`src/rtl/csc_pkg.sv`:
```
// Shared types and constants for the cardinal spline coefficient stream.
// Used by csc_hermite and cardinal_spline_coeff_stream_top; no dependencies.
`timescale 1ns / 1ps
`default_nettype none

package csc_pkg;

	localparam int COORD_WIDTH_DEF = 24;
	localparam int TENSION_W       = 16;
	localparam logic [TENSION_W-1:0] TENSION_RESET = 16'd8192;  // 0.5 in Q2.14
	localparam int Q_SHIFT         = 14;
	localparam int SEG_W           = 16;
	localparam int A0_W            = 24;
	localparam int COEF_W          = 32;
	localparam int OUT_DATA_W      = SEG_W + 2 * A0_W + 6 * COEF_W;

	localparam logic signed [COEF_W-1:0] COEF_MAX = {1'b0, {(COEF_W-1){1'b1}}};
	localparam logic signed [COEF_W-1:0] COEF_MIN = {1'b1, {(COEF_W-1){1'b0}}};

	// One axis of Hermite coefficients for one segment
	typedef struct packed {
		logic signed [A0_W-1:0]   a0;
		logic signed [COEF_W-1:0] a1;
		logic signed [COEF_W-1:0] a2;
		logic signed [COEF_W-1:0] a3;
	} coef_t;

endpackage

`default_nettype wire

```
`src/rtl/csc_hermite.sv`:
```
// Cubic Hermite coefficients of one axis from two points and two tangents.
// Depends on csc_pkg (coef_t, saturation limits).
`timescale 1ns / 1ps
`default_nettype none

module csc_hermite #(
	parameter int CW = csc_pkg::COORD_WIDTH_DEF,
	parameter int TW = CW + 4
) (
	input  logic signed [CW-1:0] pa,
	input  logic signed [CW-1:0] pb,
	input  logic signed [TW-1:0] ta,
	input  logic signed [TW-1:0] tb,
	output csc_pkg::coef_t       coef
);
	import csc_pkg::*;

	// Wide enough for 3*(pb-pa) - tb - 2*ta without overflow
	localparam int EW = (CW + 8 > COEF_W + 1) ? CW + 8 : COEF_W + 1;

	logic signed [EW-1:0] pa_e, pb_e, ta_e, tb_e, d_e, a2_e, a3_e;

	function automatic logic signed [COEF_W-1:0] sat_coef(input logic signed [EW-1:0] v);
		logic [EW-COEF_W:0] hi;
		hi = v[EW-1:COEF_W-1];
		if ((hi == '0) || (&hi))
			return v[COEF_W-1:0];
		return v[EW-1] ? COEF_MIN : COEF_MAX;
	endfunction

	assign pa_e = EW'(pa);
	assign pb_e = EW'(pb);
	assign ta_e = EW'(ta);
	assign tb_e = EW'(tb);
	assign d_e  = pb_e - pa_e;
	assign a2_e = (d_e <<< 1) + d_e - tb_e - (ta_e <<< 1);
	assign a3_e = ta_e + tb_e - (d_e <<< 1);

	assign coef.a0 = pa_e[A0_W-1:0];
	assign coef.a1 = sat_coef(ta_e);
	assign coef.a2 = sat_coef(a2_e);
	assign coef.a3 = sat_coef(a3_e);

endmodule

`default_nettype wire

```
`src/rtl/cardinal_spline_coeff_stream_top.sv`:
```
// Top level of the cardinal spline coefficient stream.
// Depends on csc_pkg and csc_hermite.
//
// Usage:
//   s_* carries control points: tdata = {point_y, point_x} (point_x lowest),
//   tlast = end of polyline. m_* carries one Hermite segment per transfer,
//   tlast = final segment of the polyline. cfg_* writes the tension (Q2.14);
//   write it only while no point is in flight.
// Throughput: one point per cycle while m_tready stays high. A point with tlast
//   that closes a line of three or more points yields two segments and holds
//   stage 2 for its second segment, which backs up into s_tready.
// Pipeline: the point that completes a segment passes the difference stage,
//   the tension multiply stage and the coefficient add/saturate stage feeding
//   the output register.
// Reset: clears the pipeline, the polyline state and loads tension = 0.5.
// Receiver stall: the output register holds its segment; the two pipeline
//   stages keep filling, and s_tready drops only once both are occupied.
// A lone point with tlast gives no segment; a two-point line gives one.
`timescale 1ns / 1ps
`default_nettype none

module cardinal_spline_coeff_stream_top #(
	parameter int COORD_WIDTH = csc_pkg::COORD_WIDTH_DEF
) (
	input  logic                                       clk,
	input  logic                                       arst_n,
	// configuration write: tension
	input  logic                                       cfg_valid,
	output logic                                       cfg_ready,
	input  logic [csc_pkg::TENSION_W-1:0]              cfg_data,
	// control points
	input  logic                                       s_tvalid,
	output logic                                       s_tready,
	input  logic [((2*COORD_WIDTH+7)/8)*8-1:0]         s_tdata,  // point_x, point_y, zero pad
	input  logic                                       s_tlast,  // end_of_line
	// segments
	output logic                                       m_tvalid,
	input  logic                                       m_tready,
	output logic [csc_pkg::OUT_DATA_W-1:0]             m_tdata,  // segment_index, a0_x, a0_y,
	                                                             // a1_x, a1_y, a2_x, a2_y,
	                                                             // a3_x, a3_y
	output logic                                       m_tlast   // final_segment
);
	import csc_pkg::*;

	localparam int CW = COORD_WIDTH;
	localparam int DW = CW + 1;              // point difference
	localparam int PW = DW + TENSION_W + 1;  // difference times tension
	localparam int TW = PW - Q_SHIFT;        // tangent, full precision

	// points held for the current polyline
	localparam logic [1:0] PS_EMPTY = 2'd0;
	localparam logic [1:0] PS_ONE   = 2'd1;
	localparam logic [1:0] PS_TWO   = 2'd2;

	// what a point in flight emits
	localparam logic [1:0] MODE_PAIR = 2'd0;  // two-point line: one segment, zero tangents
	localparam logic [1:0] MODE_MID  = 2'd1;  // interior point: one segment
	localparam logic [1:0] MODE_LAST = 2'd2;  // closing point: two segments

	logic signed [CW-1:0] px, py;
	logic                 s_xfer;
	logic                 s1_load;

	// polyline state
	logic [TENSION_W-1:0] tension_q;
	logic [1:0]           ps_q;
	logic [SEG_W-1:0]     seg_cnt_q;
	logic signed [CW-1:0] older_x_q, older_y_q, newer_x_q, newer_y_q;
	logic signed [TW-1:0] pend_x_q, pend_y_q;

	// stage 1: differences ready for the multiply
	logic                 s1_v_q;
	logic [1:0]           mode_s1;
	logic [SEG_W-1:0]     idx_s1;
	logic signed [DW-1:0] dx_s1, dy_s1;
	logic signed [CW-1:0] pa_x_s1, pa_y_s1, pb_x_s1, pb_y_s1, pc_x_s1, pc_y_s1;

	// stage 2: tangents ready for the coefficient adds
	logic                 s2_v_q, s2_phase_q;
	logic [1:0]           mode_s2;
	logic [SEG_W-1:0]     idx_s2;
	logic signed [CW-1:0] pa_x_s2, pa_y_s2, pb_x_s2, pb_y_s2, pc_x_s2, pc_y_s2;
	logic signed [TW-1:0] ta_x_s2, ta_y_s2, tb_x_s2, tb_y_s2;

	// output register
	logic                 out_v_q, out_last_q;
	logic [SEG_W-1:0]     out_idx_q;
	coef_t                out_x_q, out_y_q;

	logic                 out_free, s2_fire, s2_done, s2_free, s1_adv, s1_free;
	logic signed [PW-1:0] prod_x, prod_y;
	logic signed [TW-1:0] tan_x, tan_y;
	logic signed [CW-1:0] h_pa_x, h_pa_y, h_pb_x, h_pb_y;
	logic signed [TW-1:0] h_ta_x, h_ta_y, h_tb_x, h_tb_y;
	logic [SEG_W-1:0]     h_idx;
	logic                 h_last;
	coef_t                coef_x, coef_y;

	// ---------------------------------------------------------------- handshakes
	assign px     = s_tdata[CW-1:0];
	assign py     = s_tdata[2*CW-1:CW];
	assign s_xfer = s_tvalid && s_tready;
	// points that emit a segment: second point closing a line, or any later point
	assign s1_load = s_xfer && ((ps_q == PS_TWO) || ((ps_q == PS_ONE) && s_tlast));

	assign out_free = !out_v_q || m_tready;
	assign s2_fire  = s2_v_q && out_free;
	// a closing point leaves stage 2 only after its second segment
	assign s2_done  = s2_fire && ((mode_s2 != MODE_LAST) || s2_phase_q);
	assign s2_free  = !s2_v_q || s2_done;
	assign s1_adv   = s1_v_q && s2_free;
	assign s1_free  = !s1_v_q || s1_adv;
	assign s_tready = s1_free;

	assign cfg_ready = 1'b1;

	always_ff @(posedge clk or negedge arst_n) begin
		if (!arst_n) begin
			tension_q <= TENSION_RESET;
		end else if (cfg_valid && cfg_ready) begin
			tension_q <= cfg_data;
		end
	end

	// ---------------------------------------------------------------- accept
	// Update the polyline state on every point transfer; hand points that
	// emit a segment to stage 1 with the difference for their tangent.
	always_ff @(posedge clk or negedge arst_n) begin
		if (!arst_n) begin
			ps_q      <= PS_EMPTY;
			seg_cnt_q <= '0;
			s1_v_q    <= 1'b0;
		end else begin
			s1_v_q <= s1_load || (s1_v_q && !s1_adv);
			if (s_xfer) begin
				unique case (ps_q)
					PS_EMPTY: begin
						if (!s_tlast)
							ps_q <= PS_ONE;
						seg_cnt_q <= '0;
					end
					PS_ONE: begin
						if (s_tlast) begin
							ps_q <= PS_EMPTY;
						end else begin
							ps_q <= PS_TWO;
						end
						seg_cnt_q <= '0;
					end
					PS_TWO: begin
						if (s_tlast) begin
							ps_q      <= PS_EMPTY;
							seg_cnt_q <= '0;
						end else if (seg_cnt_q != '1) begin
							seg_cnt_q <= seg_cnt_q + 1'b1;
						end
					end
					default: begin
						ps_q      <= PS_EMPTY;
						seg_cnt_q <= '0;
					end
				endcase
			end
		end
	end

	// stored points and stage 1 payload
	always_ff @(posedge clk) begin
		if (s_xfer) begin
			newer_x_q <= px;
			newer_y_q <= py;
			older_x_q <= newer_x_q;
			older_y_q <= newer_y_q;
			idx_s1    <= seg_cnt_q;
			pc_x_s1   <= px;
			pc_y_s1   <= py;
			if (ps_q == PS_TWO) begin
				mode_s1 <= s_tlast ? MODE_LAST : MODE_MID;
				pa_x_s1 <= older_x_q;
				pa_y_s1 <= older_y_q;
				pb_x_s1 <= newer_x_q;
				pb_y_s1 <= newer_y_q;
				dx_s1   <= DW'(px) - DW'(older_x_q);
				dy_s1   <= DW'(py) - DW'(older_y_q);
			end else begin
				// two-point line: a zero difference gives the zero end tangent
				mode_s1 <= MODE_PAIR;
				pa_x_s1 <= newer_x_q;
				pa_y_s1 <= newer_y_q;
				pb_x_s1 <= px;
				pb_y_s1 <= py;
				dx_s1   <= '0;
				dy_s1   <= '0;
			end
		end
	end

	// ---------------------------------------------------------------- stage 1
	// Scale by tension; the part-select is the arithmetic shift by Q_SHIFT.
	assign prod_x = dx_s1 * $signed({1'b0, tension_q});
	assign prod_y = dy_s1 * $signed({1'b0, tension_q});
	assign tan_x  = prod_x[PW-1:Q_SHIFT];
	assign tan_y  = prod_y[PW-1:Q_SHIFT];

	// Pending tangent: the end tangent of the last interior segment, dropped
	// at line end so the next line starts from zero.
	always_ff @(posedge clk or negedge arst_n) begin
		if (!arst_n) begin
			pend_x_q <= '0;
			pend_y_q <= '0;
		end else if (s1_adv) begin
			pend_x_q <= (mode_s1 == MODE_MID) ? tan_x : '0;
			pend_y_q <= (mode_s1 == MODE_MID) ? tan_y : '0;
		end
	end

	always_ff @(posedge clk or negedge arst_n) begin
		if (!arst_n) begin
			s2_v_q     <= 1'b0;
			s2_phase_q <= 1'b0;
		end else begin
			if (s1_adv)
				s2_v_q <= 1'b1;
			else if (s2_done)
				s2_v_q <= 1'b0;
			if (s2_fire)
				s2_phase_q <= (mode_s2 == MODE_LAST) && !s2_phase_q;
		end
	end

	always_ff @(posedge clk) begin
		if (s1_adv) begin
			mode_s2 <= mode_s1;
			idx_s2  <= idx_s1;
			pa_x_s2 <= pa_x_s1;
			pa_y_s2 <= pa_y_s1;
			pb_x_s2 <= pb_x_s1;
			pb_y_s2 <= pb_y_s1;
			pc_x_s2 <= pc_x_s1;
			pc_y_s2 <= pc_y_s1;
			ta_x_s2 <= pend_x_q;
			ta_y_s2 <= pend_y_q;
			tb_x_s2 <= tan_x;
			tb_y_s2 <= tan_y;
		end
	end

	// ---------------------------------------------------------------- stage 2
	// First segment runs older->newer (first->second point on a two-point line); the
	// second segment of a closing point runs newer->last with a zero end tangent.
	always_comb begin
		if (s2_phase_q) begin
			h_pa_x = pb_x_s2;
			h_pa_y = pb_y_s2;
			h_pb_x = pc_x_s2;
			h_pb_y = pc_y_s2;
			h_ta_x = tb_x_s2;
			h_ta_y = tb_y_s2;
			h_tb_x = '0;
			h_tb_y = '0;
			h_idx  = (idx_s2 == '1) ? idx_s2 : idx_s2 + 1'b1;
			h_last = 1'b1;
		end else begin
			h_pa_x = pa_x_s2;
			h_pa_y = pa_y_s2;
			h_pb_x = pb_x_s2;
			h_pb_y = pb_y_s2;
			h_ta_x = ta_x_s2;
			h_ta_y = ta_y_s2;
			h_tb_x = tb_x_s2;
			h_tb_y = tb_y_s2;
			h_idx  = idx_s2;
			h_last = (mode_s2 == MODE_PAIR);
		end
	end

	csc_hermite #(.CW(CW), .TW(TW)) u_herm_x (
		.pa   (h_pa_x),
		.pb   (h_pb_x),
		.ta   (h_ta_x),
		.tb   (h_tb_x),
		.coef (coef_x)
	);

	csc_hermite #(.CW(CW), .TW(TW)) u_herm_y (
		.pa   (h_pa_y),
		.pb   (h_pb_y),
		.ta   (h_ta_y),
		.tb   (h_tb_y),
		.coef (coef_y)
	);

	// ---------------------------------------------------------------- output
	always_ff @(posedge clk or negedge arst_n) begin
		if (!arst_n) begin
			out_v_q <= 1'b0;
		end else if (s2_fire) begin
			out_v_q <= 1'b1;
		end else if (m_tready) begin
			out_v_q <= 1'b0;
		end
	end

	always_ff @(posedge clk) begin
		if (s2_fire) begin
			out_idx_q  <= h_idx;
			out_last_q <= h_last;
			out_x_q    <= coef_x;
			out_y_q    <= coef_y;
		end
	end

	assign m_tvalid = out_v_q;
	assign m_tlast  = out_last_q;
	assign m_tdata  = {out_y_q.a3, out_x_q.a3, out_y_q.a2, out_x_q.a2,
	                   out_y_q.a1, out_x_q.a1, out_y_q.a0, out_x_q.a0, out_idx_q};

	// ---------------------------------------------------------------- checks
	a_phase_only_last: assert property (@(posedge clk) disable iff (!arst_n)
		s2_phase_q |-> (s2_v_q && (mode_s2 == MODE_LAST)))
		else $error("second segment phase outside a closing point");

	a_second_is_final: assert property (@(posedge clk) disable iff (!arst_n)
		(s2_fire && s2_phase_q) |=> (m_tvalid && m_tlast))
		else $error("second segment of a closing point not marked final");

	a_cnt_idle: assert property (@(posedge clk) disable iff (!arst_n)
		(ps_q != PS_TWO) |-> (seg_cnt_q == '0))
		else $error("segment counter running outside an open line");

	a_pend_clear: assert property (@(posedge clk) disable iff (!arst_n)
		((ps_q != PS_TWO) && !s1_v_q) |-> ((pend_x_q == '0) && (pend_y_q == '0)))
		else $error("pending tangent left over from a closed line");

endmodule

`default_nettype wire
```
`config.mk`:
```
export PLATFORM = sky130hd
export DESIGN_NAME = cardinal_spline_coeff_stream_top
export DESIGN_NICKNAME = d
export VERILOG_FILES = /design/src/rtl/csc_pkg.sv /design/src/rtl/csc_hermite.sv /design/src/rtl/cardinal_spline_coeff_stream_top.sv
export SDC_FILE = /design/constraint.sdc
export NUM_CORES = 2
export LEC_CHECK = 0
export BUFFER_PORTS_ARGS = -buffer_cell sky130_fd_sc_hd__buf_2
export CORE_MARGIN = 2
export CORE_UTILIZATION = 54
export DETAILED_ROUTE_END_ITERATION = 16
export PLACE_DENSITY = 0.71
export SKIP_LAST_GASP = 1
export SLEW_MARGIN = 20
export SYNTH_ARGS = -nofsm -noshare
export SYNTH_HDL_FRONTEND = slang
export SYNTH_SLANG_ARGS = --single-unit
```
`constraint.sdc`:
```
create_clock -name clk -period 12.1 [get_ports clk]
set_input_delay 2.42 -clock clk [delete_from_list [all_inputs] [get_ports clk]]
set_output_delay 2.42 -clock clk [all_outputs]
set_load 0.005 [all_outputs]
```
== Word level (Yosys, flattened, before mapping) ==
Index checks and enable logic that the tools add are counted.
Cells by class
  equal/unequal tests: 10
  add/subtract/negate cells: 16
  $mul: 2
  muxes and demuxes: 52
  reduce and logical (&&, ||, !) cells: 41
Operators with widths (count)
  32-bit 2-to-1 mux: 18
  24-bit 2-to-1 mux: 8
  28-bit 2-to-1 mux: 6
  24-bit by 24-bit subtractor with 25-bit output: 4
  25-bit by 17-bit multiplier with 42-bit output: 2
  16-bit 2-to-1 mux: 5
  33-bit adder: 2
  33-bit by 28-bit subtractor with 33-bit output: 2
  33-bit by 29-bit subtractor with 33-bit output: 2
  33-bit subtractor: 2
  28-bit by 28-bit adder with 29-bit output: 2
  16-bit by 1-bit adder with 16-bit output, second input constant: 2
  16-bit == test, second input constant: 1
  2-bit logical NOT: 8
  16-bit inequality test, second input constant: 1
  1-bit logical OR: 12
  1-bit 2-to-1 mux: 10
  2-bit AND reduction: 5
  1-bit logical AND: 8
  2-bit 2-to-1 mux: 4
  2-bit inequality test, second input constant: 3
  2-bit one-hot mux with 3 select lines: 1
  1-bit logical NOT: 5
  2-bit by 1-bit == test with 1-bit output, second input constant: 2
  other kinds (4): 6
Storage, ports and cells
  logic and storage cells: 164
  flip-flop bits (word level): 885
  output and inout bits: 260
  input port bits: 70

== Logic depth before layout (Yosys ltp) ==
  word-level depth: 10
  gate-level depth with buffers: 32
  mapped depth without buffers: 28

== Cells and area by module ==
From an unflattened synthesis, not the netlist that was laid out.
Second synthesis, totals
  cell total of the unflattened synthesis: 7120
  area, all modules: 76334.5 µm²
Modules (own cells, without submodules)
  cardinal_spline_coeff_stream_top: instances 1, seq. area each 26106.3 µm², area each 61761.7 µm², cells each 5206
  csc_hermite (u_herm_y): instances 1, seq. area each 0.0 µm², area each 7477.2 µm², cells each 979
  csc_hermite (u_herm_x): instances 1, seq. area each 0.0 µm², area each 7095.6 µm², cells each 935

== Worst setup path after synthesis ==
Ideal clock, no wire load.
  kind: in2reg
  from: input m_tready
  to: register idx_s2[0] (enable)
  stages on the path: 6
  setup time: 623 ps
  path buffers: 2
  data arrival time: 8466 ps
  setup slack: 3011 ps
  required time: 11477 ps
  cell sequence: nor2b_1 -> o21ai_0 -> nand2_1 -> clkbuf_1 -> clkbuf_1 -> inv_1
On the way
  cells in the longest elaborated chain, start to end: 5
Ends and longest elaborated chain
  from (decl): line cardinal_spline_coeff_stream_top.sv:38  | input logic m_tready,
  1-bit logical OR: line cardinal_spline_coeff_stream_top.sv:107  | assign out_free = !out_v_q || m_tready;
  1-bit logical AND: line cardinal_spline_coeff_stream_top.sv:108  | assign s2_fire = s2_v_q && out_free;
  1-bit logical AND: line cardinal_spline_coeff_stream_top.sv:110  | assign s2_done = s2_fire && ((mode_s2 != MODE_LAST) || s2_phase_q);
  1-bit logical OR: line cardinal_spline_coeff_stream_top.sv:111  | assign s2_free = !s2_v_q || s2_done;
  1-bit logical AND: line cardinal_spline_coeff_stream_top.sv:112  | assign s1_adv = s1_v_q && s2_free;
  named net s1_adv: line cardinal_spline_coeff_stream_top.sv:91  | logic out_free, s2_fire, s2_done, s2_free, s1_adv, s1_free;
  to (signal assigned): line cardinal_spline_coeff_stream_top.sv:235  | idx_s2 <= idx_s1;
  to (decl): line cardinal_spline_coeff_stream_top.sv:82  | logic [SEG_W-1:0] idx_s2;
The timed path passes the listed nets, and every way through them passes these cells.
A chain may end at the register's enable or synchronous reset.

==> out/summary.txt <==
status - complete, no violations
vias in the first global route - 51,810
Max Clock Skew - 0.04135 ns
Core Box Area - 0.1373 mm²
number of H-tree levels - 3
Yosys cell types - 94
share of layout cells above drive strength 1 - 9.246%
RSZ-0062 raised after global routing - no
Clock Path Buffers - 3
asr flop ratio synth - 10.72%
Worst Path Arrival - 8.93 ns
Cells after DPL - 8,889
final number of setup-violating endpoints - 0
Avg WL per Cell - 20.44 µm
first-pass GRT wire length - 293,400 µm
Mapped Nets - 8,408
commonest non-fill, non-tap cell in the layout - inv_1
clock root cell - clkbuf_16
Pins Over Slew Limit - 0
gr usage total - 26.78%
fin crit share - 70.42%
IO buf count - 328
most frequent CP cell - fa_1
Fin. Hold Viols - 0
CTS tree - done
Multi-input gate area - 0.04294 mm²
Die Area - 0.1410 mm²
die height - 375.6 µm
CP max stage delay - 0.87 ns
Post-Layout Cell Count - 9,073
IO Count - 330
clock-pin slew on the worst setup and hold paths - 0.06 ns
WS Path Type - reg2reg
DR vias/cell - 5.533
EDFF count, synth - 783
Iteration-0 DRC Markers - 4,190
drt first pass iters - 6
Mapped Area - 0.07455 mm²
Syn Area/Cell - 10.72 µm²
fmax - 0.1174 GHz
slowest CP cell - dfrtp_4
final WL - 185,500 µm
sequential cell area - 0.02588 mm²
Design Area, Final - 0.08116 mm²
cts bufs inserted - 93
synthesized flop and latch total - 877
HPWL after DPL - 141,100 µm
Starting Density - 54.29%
grt ovf - 0
largest net degree at the start of global routing - 145
CP delay by family, top - compound AO/OA/AOI/OAI gates
Layout Utilization - 59.10%
layout overhead on the synthesized area - 8.863%
final layout net count - 8,642
initial antenna violation count - 18
CTS sink count - 877
DRT antenna net count - 0
Setup Buffers After CTS - 0
main flop type after synthesis - edfxtp_1
max-cap viol count - 0
Worst Tran Pin Value - 1.178 ns
num rows - 136
Skew-Pair Late Insertion Delay - 0.72 ns
Slew HR - 21.44%
Worst Path Required - 12.51 ns
Setup crit end kind - flop
DR vias - 50,200
Buf/Inv on CP - 1
placed inst area - 0.07789 mm²
Seq/Total Area, Yosys - 34.70%
PostCTS Resize Cnt - 0
Worst Hold Class - reg2reg
fillers - 11,270
Cells after Synth - 6,956
Synth Warn # - 0
RePlAce Congestion - 0.9426
crit path max fanout - 132
DRC - 0
crit start category - flop
final critical-path required period - 8.521 ns
hold buffer count at cts - 0
Fin Setup TNS - 0 ns
Die Wd - 375.6 µm
most frequent cells in the layout - 1,290 x inv_1, 886 x fa_1, 843 x nand2_1, 783 x edfxtp_1, 496 x ha_1
[flip-flops by register name, indices dropped and copies added (netlist names), 25 cells and up]
register / cells
ta_x_s2: 28
pend_x_q: 28
dx_s1: 25
pend_y_q: 28
ta_y_s2: 28
dy_s1: 25
tb_x_s2: 28
m_tdata: 232
tb_y_s2: 28
[synth_stat cells (13+ instances only)]
cell      count  share of area (%)
a31oi_1      21               0.18
a21o_1      147                1.5
a211oi_1     28               0.28
xnor2_1     200                2.3
and2_1      325                2.7
clkbuf_1    201                1.0
o21bai_1     28               0.28
mux2_2       81                1.2
nor2b_1      66               0.55
nor2_1      216                1.1
inv_1      1293                6.5
mux2i_1      89                1.2
o21a_1       51               0.51
xor2_1       93                1.1
or2_2        13               0.11
nand2b_1     65               0.55
a21oi_1     253                1.7
fa_1        886                 24
and3_1       22               0.18
o211ai_1     13               0.13
ha_1        496                8.3
edfxtp_1    783                 32
nand4_1      27               0.23
nor3_1       61               0.41
dfrtp_1      93                3.1
nand3_1      57               0.38
o21ai_1      13              0.087
nand2_1     844                4.2
o21ai_0     206                1.4
a22o_1       60               0.70
or3_1        13               0.11
[layer usage]
metal / part of all wire [%] / up-vias / track usage [%]
li1: - / 23030 / -
met1: 46 / 25160 / 39.59
met2: 45 / 1726 / 41.40
met3: 7.5 / 265 / 4.552
met4: 2.2 / 12 / 6.456
met5: 0.043 / - / 0
[final timing paths]
kind	start	cells after the start	slack, ns	end
max	s2_phase_q	26	3.58	m_tdata[128]
min	idx_s1[15]	0	0.40	idx_s2[15]
max reg2reg	s2_phase_q	26	3.58	m_tdata[128]
min reg2reg	idx_s1[15]	0	0.40	idx_s2[15]
max in group asynchronous	arst_n	2	8.93	s2_phase_q
min in group asynchronous	arst_n	1	1.77	tension_q[2]
[stage by stage]
step                      hold slack (ns)  setup slack (ns)
after floorplan                    0.4003             3.011
after global placement             0.4005             3.812
after detailed placement           0.4045             3.609
after CTS                          0.3964             3.566
after global routing               0.4117             2.941
final                              0.3975             3.579
[cell type report]
cell class | instances | share of cell area, %
diodes | 11 | 0.03392
clock buffers | 111 | 3.025
clock inverters | 62 | 0.9605
inverters | 1293 | 5.999
multi-input cells | 4557 | 52.91
flip-flops and latches | 877 | 31.88
well taps | 1794 | 2.766
repair buffers | 368 | 2.427
[cell families (layout without fill, tap and decap cells)]
logic type,after synthesis,count (layout),synth area share (%)
adder cells (fa/ha/maj),1386,1386,32.17
multiplexers,170,170,2.418
buffers and inverters,1522,1834,7.761
XOR/XNOR,293,293,3.442
other,1,12,0.005030
flip-flops,877,877,34.70
AND/OR/NAND/NOR,1744,1744,10.97
AO/OA/AOI/OAI,963,963,8.541
Power is left out: the tool's default activity adds up to more than one toggle a clock period on the data nets, which glitch-free logic cannot reach.
